File: config.mk
export PLATFORM = sky130hd
export DESIGN_NAME = alpha_unpremultiply_pixel_core
export DESIGN_NICKNAME = d
export VERILOG_FILES = /design/src/hdl/aup_pkg.sv /design/src/hdl/aup_div_cell.sv /design/src/hdl/aup_scale.sv /design/src/hdl/alpha_unpremultiply_pixel_core.sv
export SDC_FILE = /design/constraint.sdc
export NUM_CORES = 2
export LEC_CHECK = 0
export ABC_AREA = 1
export ABC_CLOCK_PERIOD_IN_PS = 7700
export BUFFER_PORTS_ARGS = -buffer_cell sky130_fd_sc_hd__buf_2
export CORE_MARGIN = 4
export CORE_UTILIZATION = 64
export DETAILED_ROUTE_END_ITERATION = 10
export PLACE_DENSITY = 0.91
export SYNTH_ARGS = -nofsm -noshare
export SYNTH_HDL_FRONTEND = slang
export SYNTH_SLANG_ARGS = --single-unit
File: constraint.sdc
create_clock -name i_clk -period 7.7 [get_ports i_clk]
set_input_delay 2.31 -clock i_clk [delete_from_list [all_inputs] [get_ports i_clk]]
set_output_delay 2.31 -clock i_clk [all_outputs]
set_load 0.1 [all_outputs]
File: src/hdl/aup_pkg.sv
// Shared types and constants for the alpha un-premultiply pixel core.
package aup_pkg;

    localparam int          FIX_BITS   = 24;
    localparam int          CH_W       = 8;
    localparam int          QUO_W      = FIX_BITS + CH_W;
    localparam int          PROD_W     = QUO_W + CH_W;
    localparam int          NUM_CH     = 3;
    localparam logic [7:0]  FULL_ALPHA = 8'd255;
    localparam logic [QUO_W-1:0]  DIVIDEND = {FULL_ALPHA, {FIX_BITS{1'b0}}};
    localparam logic [PROD_W-1:0] FIX_HALF = PROD_W'(1) << (FIX_BITS - 1);

    // One pixel as it travels down the chain.
    typedef struct packed {
        logic [CH_W-1:0] c2;
        logic [CH_W-1:0] c1;
        logic [CH_W-1:0] c0;
        logic [CH_W-1:0] alpha;
        logic            row_end;
    } t_pix;

    // Partial remainder and quotient of the reciprocal division.
    typedef struct packed {
        logic [CH_W-1:0]  rem;
        logic [QUO_W-1:0] quo;
    } t_div;

endpackage

File: src/hdl/aup_div_cell.sv
// One restoring-division cell: produces one quotient bit of 255<<24 / alpha.
module aup_div_cell (
    input  logic          i_clk,
    input  logic          i_rst_n,
    input  logic          i_valid,
    output logic          o_ready,
    input  aup_pkg::t_pix i_pix,
    input  aup_pkg::t_div i_div,
    input  logic          i_num_bit,
    output logic          o_valid,
    input  logic          i_ready,
    output aup_pkg::t_pix o_pix,
    output aup_pkg::t_div o_div
);

    logic                      r_valid;
    aup_pkg::t_pix             r_pix;
    aup_pkg::t_div             r_div;
    aup_pkg::t_div             n_div;
    logic [aup_pkg::CH_W:0]    rem_ext;
    logic [aup_pkg::CH_W:0]    rem_sub;
    logic                      take;

    assign rem_ext = {i_div.rem, i_num_bit};
    assign rem_sub = rem_ext - {1'b0, i_pix.alpha};
    assign take    = (rem_ext >= {1'b0, i_pix.alpha});

    // Without a subtraction the shifted remainder is below alpha and fits a byte.
    always_comb begin
        n_div.rem = take ? rem_sub[aup_pkg::CH_W-1:0] : rem_ext[aup_pkg::CH_W-1:0];
        n_div.quo = {i_div.quo[aup_pkg::QUO_W-2:0], take};
    end

    assign o_ready = !r_valid || i_ready;

    always_ff @(posedge i_clk) begin
        if (!i_rst_n) begin
            r_valid <= 1'b0;
        end else if (o_ready) begin
            r_valid <= i_valid;
        end
    end

    always_ff @(posedge i_clk) begin
        if (o_ready && i_valid) begin
            r_pix <= i_pix;
            r_div <= n_div;
        end
    end

    assign o_valid = r_valid;
    assign o_pix   = r_pix;
    assign o_div   = r_div;

endmodule

File: src/hdl/aup_scale.sv
// Multiplies the colours by the reciprocal, then rounds, saturates and selects.
module aup_scale (
    input  logic                     i_clk,
    input  logic                     i_rst_n,
    input  logic                     i_valid,
    output logic                     o_ready,
    input  aup_pkg::t_pix            i_pix,
    input  logic [aup_pkg::QUO_W-1:0] i_scale,
    output logic                     o_valid,
    input  logic                     i_ready,
    output aup_pkg::t_pix            o_pix
);

    localparam int PW = aup_pkg::PROD_W;
    localparam int CW = aup_pkg::CH_W;
    localparam int FB = aup_pkg::FIX_BITS;

    logic                          r_valid_a;
    logic                          ready_a;
    aup_pkg::t_pix                 r_pix_a;
    logic [PW-1:0]                 r_prod [aup_pkg::NUM_CH];
    logic [CW-1:0]                 col_in [aup_pkg::NUM_CH];
    logic                          r_valid_b;
    aup_pkg::t_pix                 r_pix_b;
    aup_pkg::t_pix                 n_pix_b;
    logic [CW-1:0]                 col_out [aup_pkg::NUM_CH];
    logic [CW-1:0]                 col_a [aup_pkg::NUM_CH];
    logic [PW-1:0]                 sum [aup_pkg::NUM_CH];

    assign col_in[0] = i_pix.c0;
    assign col_in[1] = i_pix.c1;
    assign col_in[2] = i_pix.c2;

    assign col_a[0] = r_pix_a.c0;
    assign col_a[1] = r_pix_a.c1;
    assign col_a[2] = r_pix_a.c2;

    // Stage A: one product per colour.
    assign ready_a = !r_valid_b || i_ready;
    assign o_ready = !r_valid_a || ready_a;

    always_ff @(posedge i_clk) begin
        if (!i_rst_n) begin
            r_valid_a <= 1'b0;
        end else if (o_ready) begin
            r_valid_a <= i_valid;
        end
    end

    always_ff @(posedge i_clk) begin
        if (o_ready && i_valid) begin
            r_pix_a <= i_pix;
            for (int k = 0; k < aup_pkg::NUM_CH; k++) begin
                r_prod[k] <= {{(PW-CW){1'b0}}, col_in[k]} *
                             {{(PW-aup_pkg::QUO_W){1'b0}}, i_scale};
            end
        end
    end

    // Stage B: round to nearest, clamp to a byte, and apply the opaque and clear cases.
    always_comb begin
        for (int k = 0; k < aup_pkg::NUM_CH; k++) begin
            sum[k] = r_prod[k] + aup_pkg::FIX_HALF;
            if (r_pix_a.alpha == '0) begin
                col_out[k] = '0;
            end else if (r_pix_a.alpha == aup_pkg::FULL_ALPHA) begin
                col_out[k] = col_a[k];
            end else if (|sum[k][PW-1:FB+CW]) begin
                col_out[k] = {CW{1'b1}};
            end else begin
                col_out[k] = sum[k][FB+CW-1:FB];
            end
        end
        n_pix_b         = r_pix_a;
        n_pix_b.c0      = col_out[0];
        n_pix_b.c1      = col_out[1];
        n_pix_b.c2      = col_out[2];
    end

    always_ff @(posedge i_clk) begin
        if (!i_rst_n) begin
            r_valid_b <= 1'b0;
        end else if (ready_a) begin
            r_valid_b <= r_valid_a;
        end
    end

    always_ff @(posedge i_clk) begin
        if (ready_a && r_valid_a) begin
            r_pix_b <= n_pix_b;
        end
    end

    assign o_valid = r_valid_b;
    assign o_pix   = r_pix_b;

endmodule

File: src/hdl/alpha_unpremultiply_pixel_core.sv
// Top level of the alpha un-premultiply pixel core: division cell chain and scaler.
//
//  Channel   Direction  Payload                              Handshake
//  s_axis    in         tdata: c0, c1, c2, alpha; tlast: row end   tvalid/tready
//  m_axis    out        tdata: s0, s1, s2, alpha; tlast: row end   tvalid/tready
//
// One item per cycle is accepted and delivered while the output does not stall. There
// are 32 division cells, each forming one bit of the reciprocal, then a multiply stage
// and a rounding stage. Every stage has its own valid bit, so empty slots close up
// when the output stalls and new items are taken while a result waits. Synchronous
// active-low reset empties the chain; no payload is cleared.
module alpha_unpremultiply_pixel_core (
    input  logic        i_clk,
    input  logic        i_rst_n,
    input  logic        s_axis_tvalid,
    output logic        s_axis_tready,
    input  logic [31:0] s_axis_tdata,  // [7:0] color_zero, [15:8] color_one,
                                       // [23:16] color_two, [31:24] alpha_in
    input  logic        s_axis_tlast,  // row_end_in
    output logic        m_axis_tvalid,
    input  logic        m_axis_tready,
    output logic [31:0] m_axis_tdata,  // [7:0] straight_zero, [15:8] straight_one,
                                       // [23:16] straight_two, [31:24] alpha_out
    output logic        m_axis_tlast   // row_end_out
);

    localparam int STEPS = aup_pkg::QUO_W;

    logic          cell_valid [STEPS+1];
    logic          cell_ready [STEPS+1];
    aup_pkg::t_pix cell_pix   [STEPS+1];
    aup_pkg::t_div cell_div   [STEPS+1];
    aup_pkg::t_pix out_pix;

    assign cell_valid[0]    = s_axis_tvalid;
    assign s_axis_tready    = cell_ready[0];
    assign cell_pix[0].c0   = s_axis_tdata[7:0];
    assign cell_pix[0].c1   = s_axis_tdata[15:8];
    assign cell_pix[0].c2   = s_axis_tdata[23:16];
    assign cell_pix[0].alpha = s_axis_tdata[31:24];
    assign cell_pix[0].row_end = s_axis_tlast;
    assign cell_div[0]      = '0;

    for (genvar k = 0; k < STEPS; k++) begin : g_div
        // The dividend bit brought down at this step, most significant first.
        localparam logic NUM_BIT = aup_pkg::DIVIDEND[STEPS-1-k];

        aup_div_cell u_cell (
            .i_clk     (i_clk),
            .i_rst_n   (i_rst_n),
            .i_valid   (cell_valid[k]),
            .o_ready   (cell_ready[k]),
            .i_pix     (cell_pix[k]),
            .i_div     (cell_div[k]),
            .i_num_bit (NUM_BIT),
            .o_valid   (cell_valid[k+1]),
            .i_ready   (cell_ready[k+1]),
            .o_pix     (cell_pix[k+1]),
            .o_div     (cell_div[k+1])
        );
    end

    aup_scale u_scale (
        .i_clk   (i_clk),
        .i_rst_n (i_rst_n),
        .i_valid (cell_valid[STEPS]),
        .o_ready (cell_ready[STEPS]),
        .i_pix   (cell_pix[STEPS]),
        .i_scale (cell_div[STEPS].quo),
        .o_valid (m_axis_tvalid),
        .i_ready (m_axis_tready),
        .o_pix   (out_pix)
    );

    assign m_axis_tdata = {out_pix.alpha, out_pix.c2, out_pix.c1, out_pix.c0};
    assign m_axis_tlast = out_pix.row_end;

endmodule

==> metrics.md <==
| Metric | Value |
|---|---|
| Final GP Congestion | `0.896` |
| TritonCTS Buffers | `179` |
| Tmin final | `7.95 ns` |
| DRC viols | `0` |
| Per-cell routed wire length | `23.6 um` |
| Post-synthesis compound-gate area fraction | `4.15%` |
| Fmax | `126 MHz` |
| Leakage power | `0.0417 uW` |
| Mux cell area share after synthesis | `0%` |
| Switching Fraction | `20.9%` |
| Die W | `392 um` |
| WHS | `0.362 ns` |
| Row count | `140` |
| Largest net degree at the start of global routing | `72` |
| Met3 Use GR | `6.97%` |
| RSZ-0062 raised after global routing | `yes` |
| Area share of and/or/nand/nor cells after synthesis | `7.67%` |
| Clock sink count | `1,983` |
| CP Data Arrival Time | `5.64 ns` |
| CTS H-tree lvls | `4` |
| Clock transition at path regs | `0.07 ns` |
| CP cell instances | `buf_6 -> inv_4 -> nand3_4 -> nor2_4 -> nand4_4 -> nor2_4 -> nand4_4 -> nor2_4 -> nand4_4 -> nor2_4 -> nand4_4 -> nor2_4 -> nand4_4 -> nor2_4 -> nand4_4 -> nor2_4 -> nand4_4 -> nor2_4 -> nand4_4 -> buf_12` |
| Cell Area, Synth | `94,300 um2` |
| Final-report max-slew violation count | `0` |
| XOR/XNOR Fraction of Synth Area | `2.05%` |
| Area occupied by multi-input gates | `29,800 um2` |
| Pwr Density | `205 nW/um2` |
| Worst path bufs/invs | `3` |
| Vias in the first global route | `61,700` |
| IO Pins | `72` |
| PnR Total Power | `21,200 uW` |
| Worst Tran Pin Value | `1.43 ns` |
| Post-synthesis sequential area ratio | `62.8%` |
| Die footprint | `154,000 um2` |
| Final WS setup | `-0.249 ns` |
| Netlist cell types | `46` |
| Root buf cell | `clkbuf_16` |
| DR iter-0 viols | `6,500` |
| I/O Buffers | `71` |
| Final #Nets | `8,338` |
| Met2 Track Usage GR | `52.5%` |
| DRT Pass-1 Iters | `9` |
| Crit Path Class | `in -> out` |
| First-pass GRT wire length | `344 mm` |
| CP required | `5.39 ns` |
| Outcome | `finished, violations left` |
| Hold WC Path Type | `reg -> reg` |
| Final setup violation count | `1` |
| Top delay family on crit path | `simple AND/OR/NAND/NOR gates` |
| Seq pwr share | `55.5%` |
| Initial antenna violation count | `8` |
| Crit start category | `input port` |
| Main combinational cell family by area after synthesis | `adder cells` |
| Cts hold-fix bufs | `0` |
| Inst Count DP | `9,031` |
| Flops & latches, synth | `1,983` |
| Yosys warns | `0` |
| Synth Instances | `7,134` |
| GRT Overall Usage | `29.5%` |
| DR vias | `57,300` |
| Post-route setup TNS | `-0.249 ns` |
| Post-synth EDFFs | `1,949` |
| CP Capture Type | `output port` |
| Post-Synth Adder-Cell Area | `17.5%` |
| Clock insertion delay at the later pin of the skew report | `0.87 ns` |
| Layout Area Growth over Synthesis | `9.65%` |
| Final non-filler cell total | `9,388` |
| Grt peak-use layer | `met2` |
| Clk buf depth | `3` |
| Max stage delay cell, worst path | `nor2_4` |
| Routing usage on met1 | `30.9%` |
| Post-Syn Nets | `8,153` |
| DRT antenna net count | `0` |
| Psw | `4430 uW` |
| Die Y | `392 um` |
| Fillers | `8,055` |
| Core area | `146,000 um2` |
| Skew final | `0.0855 ns` |
| CTS tree | `built` |
| Post-DP HPWL | `130 mm` |
| Number of vias per cell | `6.10` |
| Max_slew headroom | `4.34%` |
| Slowest stage delay, CP | `0.33 ns` |
| Failing checks | `negative setup slack` |
| Max Cap Violations | `0` |
| Fin crit share | `103%` |
| WL final | `222 mm` |
| Comb pwr share | `1.0%` |
| Fin. Hold Viols | `0` |
| Post-layout util | `70.8%` |
| Critical path peak fanout | `3` |
| Mean post-synth cell area | `13.2 um2` |
| Peak supply drop | `0.000273 V` |
| Clock Power Share | `43.5%` |
| Int Pwr | `16,800 uW` |
| Initial core utilization | `64.5%` |
| Reg area | `59,200 um2` |
| Share of async-settable or async-resettable flops after synthesis | `0%` |
| Share of cells above drive strength 1 | `6.67%` |
| Grt ovf | `0` |
| Synth Flop Type | `edfxtp_1` |
| Antenna cell count | `0` |
## registers in the layout (all words and copies together) (netlist names)
register and count:
g_div.u_cell.o_div 776, u_scale.n_pix_b 9, u_scale.o_pix 33, g_div.u_cell.o_valid 32, u_scale.col_a 24, g_div.u_cell.o_pix 1056, u_scale.r_prod 51, u_scale.o_valid 1
u_scale.r_valid_a 1
## logic make-up (layout without fill, tap and decap cells)
logic type,count (synthesis),in the layout
fa+ha+maj,982,982
xor+xnor,221,221
buf+inv,1451,1788
flops,1983,1983
simple gates,1775,1775
compound gates,722,722
## cell usage in the layout, fill, tap and decap left out, types with 8 or more instances in the layout
cell	instances
edfxtp_1	1949
inv_1	1260
nand2_1	1178
fa_1	567
ha_1	415
nor2_1	348
a21oi_1	322
o21ai_0	276
clkbuf_16	179
xor2_1	160
buf_4	106
nand3_1	80
nor3_1	74
buf_2	69
xnor2_1	61
nand4_1	43
clkbuf_1	37
clkinv_2	36
dfxtp_1	34
clkinv_1	32
a31oi_1	24
o31ai_1	22
nor2_4	21
bufinv_16	15
inv_2	12
a21o_1	10
a211oi_1	10
o211ai_1	10
nor4_1	10
clkinv_16	10
clkbuf_8	10
o22ai_1	9
nand4_4	8
o221ai_1	8
## per-stage QoR
stage          area [um2]  setup WS, ns
6_report           103000        -0.249
5_1_grt            103000        -0.439
4_1_cts            103000       0.00265
3_5_place_dp        97100        0.0632
3_3_place_gp        97100         0.297
2_1_floorplan       94300         0.822
## power by group through the flow
stage	registers [uW]	clock network [uW]	logic (uW)
2_1_floorplan	12000	0	118
3_3_place_gp	12000	0	151
3_5_place_dp	12000	0	179
4_1_cts	11800	9230	199
5_1_grt	11800	9750	220
6_report	11800	9220	212
## per-layer routing
layer,part of all wire (%),vias to the layer above
met2,52,4263
met3,9.4,1423
met4,8.4,12
li1,-,24100
met1,30,27500
met5,0.037,-
## synthesized netlist by cell type (all sizes together) (34+ instances only)
master | number | area (um2)
ha | 415 | 5190
dfxtp | 34 | 681
fa | 567 | 11400
inv | 1275 | 4790
nand4 | 51 | 439
nand2 | 1178 | 4420
edfxtp | 1949 | 58500
o21ai | 276 | 1380
nand3 | 81 | 410
clkbuf | 169 | 634
nor3 | 74 | 370
a21oi | 327 | 1640
nor2 | 371 | 1460
xor2 | 160 | 1400
xnor2 | 61 | 534
## final timing paths
check,from,endpoint,slack (ns),cells after the start
setup / recovery,m_axis_tready,s_axis_tready,-0.25,20
hold / removal,g_div[9].u_cell.o_pix[18],g_div[10].u_cell.o_pix[18],0.36,0
setup reg to reg,g_div[31].u_cell.o_div[10],u_scale.r_prod[0][118],1.60,19
hold reg to reg,g_div[9].u_cell.o_pix[18],g_div[10].u_cell.o_pix[18],0.36,0
## timing repair
item,in CTS,in global routing
pin swaps,5,8
cloned,0,0
endpoints found under the setup margin,1,1
setup buffers,6,16
gates resized for setup,2,5
## layout make-up
type                    instances  share of cell area (%)
clock buffers                 226                    4.60
clock inverters               107                    1.19
inverters                    1276                    4.64
multi-input cells            3700                    28.8
flip-flops and latches       1983                    57.3
well taps                    1917                    2.32
repair buffers                179                    1.18
## worst register-to-register path, delay by kind of cell, from the launching register on
family                   cells  cell delay [ns]
adder cells (fa/ha/maj)      5             2.42
XOR/XNOR                     1             0.19
flip-flops                   1             1.19
buffers and inverters        2             0.20
AO/OA/AOI/OAI                8             1.54
AND/OR/NAND/NOR              3             0.35
Power figures use the tool's default switching activity.
